### src/hdl/mnh_pkg.sv
`default_nettype none
package mnh_pkg;

  localparam int HISTORY_DEPTH = 8;
  localparam int CHANNELS      = 16;
  localparam int CONTROLLERS   = 128;
  localparam int MAX_RESULTS   = 8;
  localparam int QUEUE_DEPTH   = 2;

  localparam int NRES     = (HISTORY_DEPTH < MAX_RESULTS) ? HISTORY_DEPTH : MAX_RESULTS;
  localparam int HIDX_W   = $clog2(HISTORY_DEPTH);
  localparam int CC_DEPTH = CHANNELS * CONTROLLERS;
  localparam int CC_AW    = (CC_DEPTH > 1) ? $clog2(CC_DEPTH) : 1;
  localparam int QPTR_W   = (QUEUE_DEPTH > 1) ? $clog2(QUEUE_DEPTH) : 1;
  localparam int QCNT_W   = $clog2(QUEUE_DEPTH + 1);

  localparam logic [19:0] AGE_MAX       = 20'hFFFFF;
  localparam logic [19:0] LIFETIME_INIT = 20'd2000;

  localparam logic [2:0] MODE_NOTE_ON  = 3'd0;
  localparam logic [2:0] MODE_CC       = 3'd1;
  localparam logic [2:0] MODE_TICK     = 3'd2;
  localparam logic [2:0] MODE_READ_HIS = 3'd3;
  localparam logic [2:0] MODE_READ_CC  = 3'd4;

  typedef enum logic [2:0] {
    OP_NOTE,
    OP_CC,
    OP_TICK,
    OP_RD_HIS,
    OP_RD_CC
  } op_t;

  typedef struct packed {
    logic [2:0]  mode;
    logic [3:0]  channel;
    logic [6:0]  number;
    logic [6:0]  value;
    logic [15:0] elapsed_ms;
  } in_req_t;

  typedef struct packed {
    logic [2:0]  slot;
    logic        entry_active;
    logic [6:0]  entry_note;
    logic [6:0]  entry_velocity;
    logic [3:0]  entry_channel;
    logic [19:0] entry_age;
    logic [6:0]  primary_note;
    logic [6:0]  primary_velocity;
    logic [6:0]  cc_value;
    logic        last;
  } out_res_t;

  typedef struct packed {
    op_t         op;
    logic [3:0]  channel;
    logic [6:0]  number;
    logic [6:0]  value;
    logic [15:0] elapsed_ms;
  } cmd_t;

  typedef struct packed {
    logic        active;
    logic [6:0]  note;
    logic [6:0]  velocity;
    logic [3:0]  channel;
    logic [19:0] age;
  } slot_t;

  typedef struct packed {
    logic full;
    logic empty;
  } q_stat_t;

endpackage
`default_nettype wire

### src/hdl/mnh_front.sv
`default_nettype none
module mnh_front (
  input  wire logic             start,
  input  wire mnh_pkg::in_req_t in_data,
  input  wire logic             q_full,
  input  wire logic             clearing,
  output logic                  busy,
  output logic                  push,
  output mnh_pkg::cmd_t         cmd
);

  logic useful;

  assign busy = q_full | clearing;

  always_comb begin
    cmd.channel    = in_data.channel;
    cmd.number     = in_data.number;
    cmd.value      = in_data.value;
    cmd.elapsed_ms = in_data.elapsed_ms;
    cmd.op         = mnh_pkg::OP_NOTE;
    useful         = 1'b0;
    unique case (in_data.mode)
      mnh_pkg::MODE_NOTE_ON: begin
        cmd.op = mnh_pkg::OP_NOTE;
        useful = (in_data.value != 7'd0);
      end
      mnh_pkg::MODE_CC: begin
        cmd.op = mnh_pkg::OP_CC;
        useful = 1'b1;
      end
      mnh_pkg::MODE_TICK: begin
        cmd.op = mnh_pkg::OP_TICK;
        useful = (in_data.elapsed_ms != 16'd0);
      end
      mnh_pkg::MODE_READ_HIS: begin
        cmd.op = mnh_pkg::OP_RD_HIS;
        useful = 1'b1;
      end
      mnh_pkg::MODE_READ_CC: begin
        cmd.op = mnh_pkg::OP_RD_CC;
        useful = 1'b1;
      end
      default: begin
        useful = 1'b0;
      end
    endcase
  end

  // dropped requests never reach the queue
  assign push = start & ~busy & useful;

endmodule
`default_nettype wire

### config.mk
export PLATFORM = sky130hd
export DESIGN_NAME = mnh_front
export DESIGN_NICKNAME = d
export VERILOG_FILES = /design/src/hdl/mnh_pkg.sv /design/src/hdl/mnh_front.sv
export SDC_FILE = /design/constraint.sdc
export NUM_CORES = 1
export LEC_CHECK = 0
export ABC_AREA = 1
export BUFFER_PORTS_ARGS = -buffer_cell sky130_fd_sc_hd__buf_2
export CORE_MARGIN = 5
export CORE_UTILIZATION = 27
export DETAILED_ROUTE_END_ITERATION = 6
export GPL_ROUTABILITY_DRIVEN = 0
export PLACE_DENSITY = 0.86
export RECOVER_POWER = 100
export SYNTH_ARGS = -nofsm -noshare
export SYNTH_HDL_FRONTEND = slang
export SYNTH_SLANG_ARGS = --single-unit
### constraint.sdc
create_clock -name vclk -period 0.86
set_input_delay 0.172 -clock vclk [all_inputs]
set_output_delay 0.172 -clock vclk [all_outputs]
set_load 0.02 [all_outputs]
==> run metrics <==
Tightest Hold Check Type=in -> out; via count=462; DR vias/cell=4.088; Leak=roughly 0.28 nW; fin util=a little over a third; final hold slack=between 0.3 and 0.4 ns; Max Slew Vio Count=0; Cell variety after synth=8; Die Y=48.63 um; GR Util met1=6.410%; dominant cell type by area after synthesis=buf_4; drt drc=0; dpl ws=-0.3203 ns; Crit Path Class=in -> out; Ant. Diodes=0; Finish-stage setup viols=1; violated checks=negative setup slack; sequential share of the synthesized area=0%; clkbuf count=0; Worst Path Max Fanout=2; grt met3 use=3.374%; power per cell area=roughly 580 mW/mm^2; CP endpoint kind=output port; Net count, final=139; FF/Latch Area=0 sq um; Area Growth Syn to Fin=30.43%; Hold Path Origin=in_data[25]; worst slew pin tran=0.2679 ns; DR pass1 iterations=2; global route total overflow=0; IO Count=79; final hold vios=0; post-synthesis net count=112; Tcrit/Tclk final=125.0%; dominant cells by area after synthesis=buf_4 63%, nor2_1 17%, nand2_1 9.3%; fillers=185; setup TNS=-0.2153 ns; initial antenna violation count=0; global route hottest layer=met2; core area=roughly 0.0015 sq mm; Max Cap Viol=0; Antenna Nets Post-Route=0; overall power=0.3032 mW; RSZ-0062 raised after global routing=yes; Detailed Route WL=1147 um; GRT Total Usage=7.952%; layout cells sized above 1=48.45%; CP startpoint kind=input port; die area=0.002365 sq mm; hpwl dp=998.5 um; Synth top area share=63.35%; starting density of the core=27.71%; CTS Hold Bufs=0; vias in the first global route=405; f_max=930.0 MHz; global routing usage on met2=17.39%; Ys Warns=0; Core Rows=14; initial DRC count=3; Req. time, crit path=0.69 ns; first-pass GRT wire length=1656 um; post-synth design cell area=around 400 sq um; Post-Syn Instances=72; mean post-synth cell area=5.596 sq um; Worst slew margin=between 80% and 90%; crit path from=in_data[17]; Data arrival, critical path=about 0.90 ns; outcome=complete, but fails checks; setup ws final=-0.2153 ns; post-DR wirelength/cell=10.15 um; Port Buf Inserts=57; fin crit period=1.075 ns; Seq Cell Count=0; largest vdd supply drop=0.1731 mV; die width=48.63 um; largest net degree at the start of global routing=5
==> path summary, 6_finish.rpt <==
| kind | cells after the start | to | slack (ns) |
|---|---|---|---|
| max | 8 | push | -0.22 |
| min | 0 | cmd[25] | 0.34 |
==> per-stage QoR <==
step | std cells | area (sq um)
after floorplan | 72 | 421.7
after global placement | 113 | 486.7
after detailed placement | 113 | 486.7
after CTS | 113 | 535.5
after global routing | 113 | 525.5
final | 113 | 525.5
==> placed cells by master (no fill, tap or decap) <==
| cell type | Yosys | routed |
|---|---|---|
| nor2_4 | 0 | 1 |
| nand2_1 | 10 | 9 |
| clkbuf_2 | 0 | 2 |
| inv_1 | 5 | 4 |
| nand3_1 | 2 | 2 |
| nor2_1 | 18 | 13 |
| clkbuf_4 | 0 | 1 |
| nor2_2 | 0 | 4 |
| a21oi_4 | 0 | 1 |
| clkbuf_1 | 0 | 21 |
| inv_2 | 1 | 2 |
| nand2_2 | 0 | 1 |
| o21ai_0 | 1 | 1 |
| buf_6 | 0 | 8 |
| buf_2 | 0 | 25 |
| buf_4 | 34 | 2 |
==> Yosys cell counts, drive strengths merged <==
cell type,number
o21ai,1
a21oi,1
nand3,2
nand2,10
buf,34
inv,6
nor2,18
==> cell type report <==
type	count	area [sq um]	area share (%)
tap	16	20.02	3.810
inverter	6	22.52	4.286
multi-input combinational	32	156.4	29.76
timing repair buffer	59	326.6	62.14
==> worst max-delay path, stage by stage <==
cell and delay, ns:
buf_6 0.10, nor2_2 0.09, nand2_1 0.05, nor2_1 0.11, nor2_1 0.06, nor2_2 0.13, a21oi_4 0.07, buf_6 0.13
==> routing by layer <==
metal / vias to the layer above / part of all wire [%]
met3: 2 / 14
met4: 0 / 0.44
met2: 36 / 56
li1: 231 / -
met1: 193 / 29
met5: - / 0
==> power by group <==
part           switching [mW]  internal (mW)  total, mW
clock                       0              0          0
combinational           0.177          0.126      0.303
sequential                  0              0          0
total                   0.177          0.126      0.303
==> cell families after synthesis <==
| logic type | count (synthesis) | synth area share [%] |
|---|---|---|
| AO/OA/AOI/OAI | 2 | 2.482 |
| buffers and inverters | 40 | 68.94 |
| AND/OR/NAND/NOR | 30 | 28.57 |
==> repair_timing <==
item	in CTS	in global routing
gates resized for setup	10	5
buffers inserted	0	0
endpoints found under the hold margin	0	0
gates cloned	0	0
endpoints found under the setup margin	1	1
pin swaps	9	8
(Power assumes the default switching activity.)
