`src/hdl/mnh_pkg.sv`:
```
`default_nettype none
package mnh_pkg;

  localparam int HISTORY_DEPTH = 8;
  localparam int CHANNELS      = 16;
  localparam int CONTROLLERS   = 128;
  localparam int MAX_RESULTS   = 8;
  localparam int QUEUE_DEPTH   = 2;

  localparam int NRES     = (HISTORY_DEPTH < MAX_RESULTS) ? HISTORY_DEPTH : MAX_RESULTS;
  localparam int HIDX_W   = $clog2(HISTORY_DEPTH);
  localparam int CC_DEPTH = CHANNELS * CONTROLLERS;
  localparam int CC_AW    = (CC_DEPTH > 1) ? $clog2(CC_DEPTH) : 1;
  localparam int QPTR_W   = (QUEUE_DEPTH > 1) ? $clog2(QUEUE_DEPTH) : 1;
  localparam int QCNT_W   = $clog2(QUEUE_DEPTH + 1);

  localparam logic [19:0] AGE_MAX       = 20'hFFFFF;
  localparam logic [19:0] LIFETIME_INIT = 20'd2000;

  localparam logic [2:0] MODE_NOTE_ON  = 3'd0;
  localparam logic [2:0] MODE_CC       = 3'd1;
  localparam logic [2:0] MODE_TICK     = 3'd2;
  localparam logic [2:0] MODE_READ_HIS = 3'd3;
  localparam logic [2:0] MODE_READ_CC  = 3'd4;

  typedef enum logic [2:0] {
    OP_NOTE,
    OP_CC,
    OP_TICK,
    OP_RD_HIS,
    OP_RD_CC
  } op_t;

  typedef struct packed {
    logic [2:0]  mode;
    logic [3:0]  channel;
    logic [6:0]  number;
    logic [6:0]  value;
    logic [15:0] elapsed_ms;
  } in_req_t;

  typedef struct packed {
    logic [2:0]  slot;
    logic        entry_active;
    logic [6:0]  entry_note;
    logic [6:0]  entry_velocity;
    logic [3:0]  entry_channel;
    logic [19:0] entry_age;
    logic [6:0]  primary_note;
    logic [6:0]  primary_velocity;
    logic [6:0]  cc_value;
    logic        last;
  } out_res_t;

  typedef struct packed {
    op_t         op;
    logic [3:0]  channel;
    logic [6:0]  number;
    logic [6:0]  value;
    logic [15:0] elapsed_ms;
  } cmd_t;

  typedef struct packed {
    logic        active;
    logic [6:0]  note;
    logic [6:0]  velocity;
    logic [3:0]  channel;
    logic [19:0] age;
  } slot_t;

  typedef struct packed {
    logic full;
    logic empty;
  } q_stat_t;

endpackage
`default_nettype wire

```
`src/hdl/mnh_queue.sv`:
```
`default_nettype none
module mnh_queue (
  input  wire logic          clk,
  input  wire logic          rst_n,
  input  wire logic          push,
  input  wire mnh_pkg::cmd_t cmd_in,
  input  wire logic          pop,
  output mnh_pkg::cmd_t      cmd_out,
  output mnh_pkg::q_stat_t   stat
);

  mnh_pkg::cmd_t                 q_r [mnh_pkg::QUEUE_DEPTH];
  logic [mnh_pkg::QPTR_W-1:0]    wptr_r;
  logic [mnh_pkg::QPTR_W-1:0]    rptr_r;
  logic [mnh_pkg::QCNT_W-1:0]    cnt_r;
  logic                          do_push;
  logic                          do_pop;

  assign stat.full  = (cnt_r == mnh_pkg::QCNT_W'(mnh_pkg::QUEUE_DEPTH));
  assign stat.empty = (cnt_r == '0);
  assign do_push    = push & ~stat.full;
  assign do_pop     = pop & ~stat.empty;
  assign cmd_out    = q_r[rptr_r];

  always_ff @(posedge clk) begin
    if (do_push) begin
      q_r[wptr_r] <= cmd_in;
    end
  end

  always_ff @(posedge clk) begin
    if (!rst_n) begin
      wptr_r <= '0;
      rptr_r <= '0;
      cnt_r  <= '0;
    end else begin
      if (do_push) begin
        if (wptr_r == mnh_pkg::QPTR_W'(mnh_pkg::QUEUE_DEPTH - 1)) wptr_r <= '0;
        else wptr_r <= wptr_r + 1'b1;
      end
      if (do_pop) begin
        if (rptr_r == mnh_pkg::QPTR_W'(mnh_pkg::QUEUE_DEPTH - 1)) rptr_r <= '0;
        else rptr_r <= rptr_r + 1'b1;
      end
      if (do_push && !do_pop) cnt_r <= cnt_r + 1'b1;
      else if (do_pop && !do_push) cnt_r <= cnt_r - 1'b1;
    end
  end

endmodule
`default_nettype wire

```
`config.mk`:
```
export PLATFORM = sky130hd
export DESIGN_NAME = mnh_queue
export DESIGN_NICKNAME = d
export VERILOG_FILES = /design/src/hdl/mnh_pkg.sv /design/src/hdl/mnh_queue.sv
export SDC_FILE = /design/constraint.sdc
export NUM_CORES = 1
export LEC_CHECK = 0
export BUFFER_PORTS_ARGS = -buffer_cell sky130_fd_sc_hd__buf_2
export CELL_PAD_IN_SITES_DETAIL_PLACEMENT = 1
export CELL_PAD_IN_SITES_GLOBAL_PLACEMENT = 1
export CORE_ASPECT_RATIO = 1.25
export CORE_MARGIN = 10
export CORE_UTILIZATION = 45
export DETAILED_ROUTE_END_ITERATION = 10
export PLACE_DENSITY_LB_ADDON = 0.12
export SETUP_SLACK_MARGIN = 0.15
export SLEW_MARGIN = 20
export SYNTH_ARGS = -nofsm -noshare
export SYNTH_HDL_FRONTEND = slang
export SYNTH_SLANG_ARGS = --single-unit
```
`constraint.sdc`:
```
create_clock -name clk -period 5.1 [get_ports clk]
set_input_delay 0.255 -clock clk [delete_from_list [all_inputs] [get_ports clk]]
set_output_delay 0.255 -clock clk [all_outputs]
set_load 0.005 [all_outputs]
```
==> results of run 1 <==
[through the flow]
step	total power [mW]	worst slack (ps)	instance area (um2)	cells	utilization [%]
final	1.77	2910	3610	317	58.1
after global routing	1.86	2730	3610	317	58.1
after CTS	1.80	2860	3610	317	58.1
after detailed placement	1.30	2890	3390	301	54.6
after global placement	1.27	3020	3390	301	54.6
after floorplan	1.11	2610	2900	140	-
[cells in the mapped netlist]
library cell	instances
ha_1	1
buf_2	1
dfxtp_1	5
mux2_2	37
and2_1	3
nand2b_1	1
o21ai_1	1
nor3_2	1
a21boi_1	1
o21ai_0	1
buf_4	3
xnor2_1	2
xor2_1	1
inv_2	1
a21boi_0	1
or3_1	1
edfxtp_1	74
o21a_1	1
inv_1	1
and3_1	1
nor2_1	2
[cell type report]
class,instances,area [um2]
clock buffers,13,149
flip-flops and latches,79,2320
inverters,2,7.51
clock inverters,3,67.6
fillers,594,2600
well taps,85,106
multi-input cells,55,551
repair buffers,80,403
[flip-flops by register name (all words and copies together), names as in the netlist, named ones only]
signal,count
q_r,74
cnt_r,2
rptr_r,1
wptr_r,1
[metal layers]
layer | global-route usage (%) | part of all wire, %
met5 | 0 | 0
met4 | 4.30 | 1.1
met3 | 5.05 | 4.9
met2 | 22.6 | 55
met1 | 12.5 | 39
[worst max path at each step]
stage | to | startpoint | slack (ps)
after floorplan | q_r[0][0] | cnt_r[0] | 2610
after global placement | q_r[0][22] | cnt_r[0] | 3020
after detailed placement | q_r[0][33] | cnt_r[0] | 2890
after CTS | q_r[0][30] | cnt_r[0] | 2860
after global routing | q_r[0][13] | cnt_r[0] | 2730
final | q_r[0][35] | cnt_r[0] | 2910
[power breakdown]
group,total [mW],internal (mW),switching (mW)
Sequential,0.886,0.817,0.0692
Combinational,0.387,0.210,0.177
Clock,0.495,0.290,0.205
Total,1.77,1.32,0.451
[logic make-up (layout without fill, tap and decap cells)]
| kind of cell | after synthesis | after routing |
|---|---|---|
| flops | 79 | 79 |
| fa+ha+maj | 1 | 1 |
| compound gates | 5 | 5 |
| simple gates | 9 | 9 |
| xor+xnor | 3 | 3 |
| mux | 37 | 37 |
| buf+inv | 6 | 98 |
==> reports/metrics.cfg, run 1 <==
[worst_setup_path]
max_stage_delay_ps = 740
critPathTopFamily = simple AND/OR/NAND/NOR gates
slowest_stage = nor3_4
crit_arrival_ps = 2210
reg2reg_depth = 4
required_ps = 5110
worst_setup_path_start_kind = flip-flop
rrSetupSlack_ps = 2910
r2r-end = q_r[0][35]
cp_num_buf_inv = 2
cp_max_fo = 20
worstReg2RegStart = cnt_r[0]
worstSetupPathType = flip-flop to flip-flop
critPathCaptureType = flip-flop
worst-path-stages = 4
crit_chain = nand2b_1 -> inv_2 -> nor3_4 -> buf_4

[logic_synthesis]
synth.top_cells.by_area = edfxtp_1 77%, mux2_2 14%, dfxtp_1 3.5%
syn_avg_cell_area_um2 = 20.7
yosys_register_bits = 79
synthAdderAreaFrac_pct = 0.431
ys_warn_count = 0
synthSimpleGateAreaFrac_pct = 1.90
synth.distinct_cells = 21
synth-xor-area-share_pct = 0.906
syn_nets = 182
syn-cell-area_um2 = 2900
ys_seq_area_share_pct = 80.1
synthesis.instances = 140
yosysTopAreaCell = edfxtp_1
synth_mux_area_share_pct = 14.4
synth_top_family_by_area = multiplexers
synth_compound_area_share_pct = 1.12
yosysTopAreaCellShare_pct = 76.6

[global_routing]
grt_pass1_vias = 1774
globalRouteOverflowTotal = 0
grt_max_degree = 38
grt_pass1_wl_um = 9320
antenna_found_initial = 0
track_usage_pct = 12.3

[cts]
cts_sinks = 79
cts_resized = 0
clkLatencyLatePin_ps = 330
clk_path_buf_depth = 2
post-cts-setup-buffers = 0
ctsHoldBuffers = 0
cts_htree_levels = 3
cts_tree = done
clock-root-buffer = clkbuf_8
clk_pin_slew_ps = 80
numCtsBuffers = 9

[sta]
period_share_pct = 43.0
slew_headroom_pct = 35.5
totalNegativeSetupSlack_ps = 0
hold_ws_ps = 107
clock.fmax_mhz = 456
fin_skew_ps = 9.44
worst_pin_slew_ps = 965
finalSetupViolations = 0
finalHoldViolCount = 0
period_minus_slack_ps = 2190
rsz0062_at_grt = no
final_max_slew_viol_count = 0

[power]
p_leak_nw = 1.35
ir_drop_v = 0.000261
powerDensity_nw_per_um2 = 490

[drt]
firstDrtPassIters = 4
drt-initial-drc-count = 68
totalWireLength_um = 6190
drcViolationCount = 0
routedWlPerCell_um = 19.5
via_per_inst = 4.83
ant_nets = 0
vias = 1532

[layout]
syn2layout_area_growth_pct = 24.4
drive_gt1_share_pct = 57.8
antenna_cells = 0
final_common_cell = buf_2
most-common-layout-cells = 79 x buf_2, 74 x edfxtp_1, 37 x mux2_2
fin_nets = 269

[worst_hold_path]
min_path_cells = 1
min_path_type = primary input to flip-flop
whs_endpoint = q_r[1][12]
hp-start = cmd_in[12]

[floorplan]
die-width_um = 91.8
row_count = 32
die-area_um2 = 10100
ios = 80
coreArea_um2 = 6210
fp.dieH_um = 110
start_util_pct = 46.7

[flow_run]
cap_violations = 0

[placement]
post-dp-hpwl_um = 4370
gp_congestion = 0.670
port_buffers = 79

[run_status]
status = complete, no violations

(Power assumes the default switching activity.)
==> run 2, diff against run 1 <==
--- a/config.mk
+++ b/config.mk
@@ -10,7 +10,7 @@
 export CELL_PAD_IN_SITES_GLOBAL_PLACEMENT = 1
 export CORE_ASPECT_RATIO = 1.25
 export CORE_MARGIN = 10
-export CORE_UTILIZATION = 45
+export CORE_UTILIZATION = 39
 export DETAILED_ROUTE_END_ITERATION = 10
 export PLACE_DENSITY_LB_ADDON = 0.12
 export SETUP_SLACK_MARGIN = 0.15
==> constraint.sdc (replaced) <==
create_clock -name clk -period 1.8 [get_ports clk]
set_input_delay 0.09 -clock clk [delete_from_list [all_inputs] [get_ports clk]]
set_output_delay 0.09 -clock clk [all_outputs]
set_load 0.005 [all_outputs]
==> run 2 against run 1 <==
Wire length rose by 2.6%. Via count rose by 9.6%. Combinational power rose to 3.5 times the previous value. Register-to-register slack got worse by 2700 ps. Critical endpoint is now cnt_r[1]. Highest routed layer unchanged.
==> reports/metrics.cfg, run 2 (synthesized netlist as in run 1, its figures left out) <==
[run_status]
status = complete, no violations

[global_routing]
grt_max_degree = 38
grt_pass1_vias = 1984
antenna_found_initial = 0
grt_pass1_wl_um = 10000
track_usage_pct = 11.3
globalRouteOverflowTotal = 0

[layout]
nFillCells = 678
fin_nets = 310
final_common_cell = buf_2
largest_register_ffs = 74
antenna_cells = 0
fin_util_pct = 55.5
top_regs = q_r x74, cnt_r x2
drive_gt1_share_pct = 51.8
most-common-layout-cells = 79 x buf_2, 74 x edfxtp_1, 37 x mux2_2, 37 x dlygate4sd3_1, 9 x clkbuf_8
syn2layout_area_growth_pct = 39.9
fin_cells = 364
max_flop_register = q_r

[worst_setup_path]
required_ps = 2060
worstSetupEndpoint = cnt_r[1]
r2r-end = cnt_r[1]
reg2reg_depth = 6
rrSetupSlack_ps = 230
cp_max_fo = 5
critPathCaptureType = flip-flop
worstSetupPathType = flip-flop to flip-flop
worstSetupStartpoint = cnt_r[0]
worst_setup_path_start_kind = flip-flop
crit_arrival_ps = 1830
worstReg2RegStart = cnt_r[0]

[sta]
period_share_pct = 87.4
final.setup.worst_slack_ps = 226
finalSetupViolations = 0
clock.fmax_mhz = 635
worst_pin_slew_ps = 246
slew_headroom_pct = 83.5
period_minus_slack_ps = 1570
final_max_slew_viol_count = 0
finalHoldViolCount = 0
fin_skew_ps = 6.55
hold_ws_ps = 27.6
rsz0062_at_grt = no

[drt]
drt-initial-drc-count = 62
drcViolationCount = 0
via_per_inst = 4.61
firstDrtPassIters = 4
totalWireLength_um = 6350
ant_nets = 0
routedWlPerCell_um = 17.4
vias = 1679

[placement]
port_buffers = 79
gp_congestion = 0.756
place_inst = 310
dp_worst_setup_slack_ps = 205
post-dp-hpwl_um = 4320

[floorplan]
coreArea_um2 = 7310
fp.dieH_um = 116
ios = 80
die-area_um2 = 11300
start_util_pct = 39.7
die-width_um = 97.1
row_count = 35

[cts]
cts_tree = done
clkLatencyLatePin_ps = 330
cts_sinks = 79
clk_pin_slew_ps = 80
clk_path_buf_depth = 2
numCtsBuffers = 9
cts_htree_levels = 3
clock-root-buffer = clkbuf_8

[worst_hold_path]
hp-start = rst_n
min_path_type = primary input to flip-flop

[power]
power_mw = 5.14
powerDensity_nw_per_um2 = 1270
p_leak_nw = 1.54
ir_drop_v = 0.000866

[flow_run]
cap_violations = 0

==> run 2: cell count changes in the layout (fill, tap and decap cells not counted), moves of 2 or more <==
cell / before / now
dfxtp_4: 0 / 2
dfxtp_1: 4 / 2
dlygate4sd3_1: 0 / 37
clkbuf_1: 3 / 1
buf_12: 0 / 3
clkinv_2: 0 / 2
==> run 2: what timing repair did <==
action                                  CTS  global route
gates resized for setup                   1             2
hold buffers                             37             0
buffers inserted                          2             0
endpoints found under the setup margin   25             1
hold endpoints to repair                 74             0
pin swaps                                 0             1
==> run 2: worst min path at each step <==
stage | to | cells past startpoint
6_report | cnt_r[0] | 2
5_1_grt | cnt_r[0] | 2
4_1_cts | cnt_r[0] | 2
3_5_place_dp | q_r[1][16] | 1
3_3_place_gp | q_r[0][25] | 1
2_1_floorplan | q_r[0][0] | 0
==> run 2: cell type report <==
cell class                 count  area, um2  share of cell area, %
clock buffer                  10        128                   3.15
clock inverter                 5       73.8                   1.82
inverter                       2       10.0                  0.247
multi-input combinational     55        558                   13.8
sequential                    79       2330                   57.5
tap                           92        115                   2.84
timing repair buffer         121        841                   20.7
==> run 2: worst max-delay path, cell delays in order (launching register included) <==
cell and delay, ps:
dfxtp_4 370, nand2b_4 160, inv_4 70, nor2_1 40
ha_1 320, or3_1 370, a21boi_1 170
==> run 2: layer usage <==
layer / track usage (%) / wire (um)
met2: 21.3 / 3650
met4: 5.52 / 79
met5: 0 / 0
met1: 10.8 / 2260
met3: 3.55 / 354
==> run 2: stage by stage <==
stage | cell area, um2 | TNS [ps]
floorplan | 2920 | -3820
detailed placement | 3460 | 0
global route | 4060 | 0
finish | 4060 | 0
CTS | 4050 | 0
global placement | 3460 | 0
==> run 2: where the power goes <==
part / switching [mW] / internal (mW)
Sequential: 0.0973 / 2.32
Combinational: 0.628 / 0.740
Clock: 0.586 / 0.765
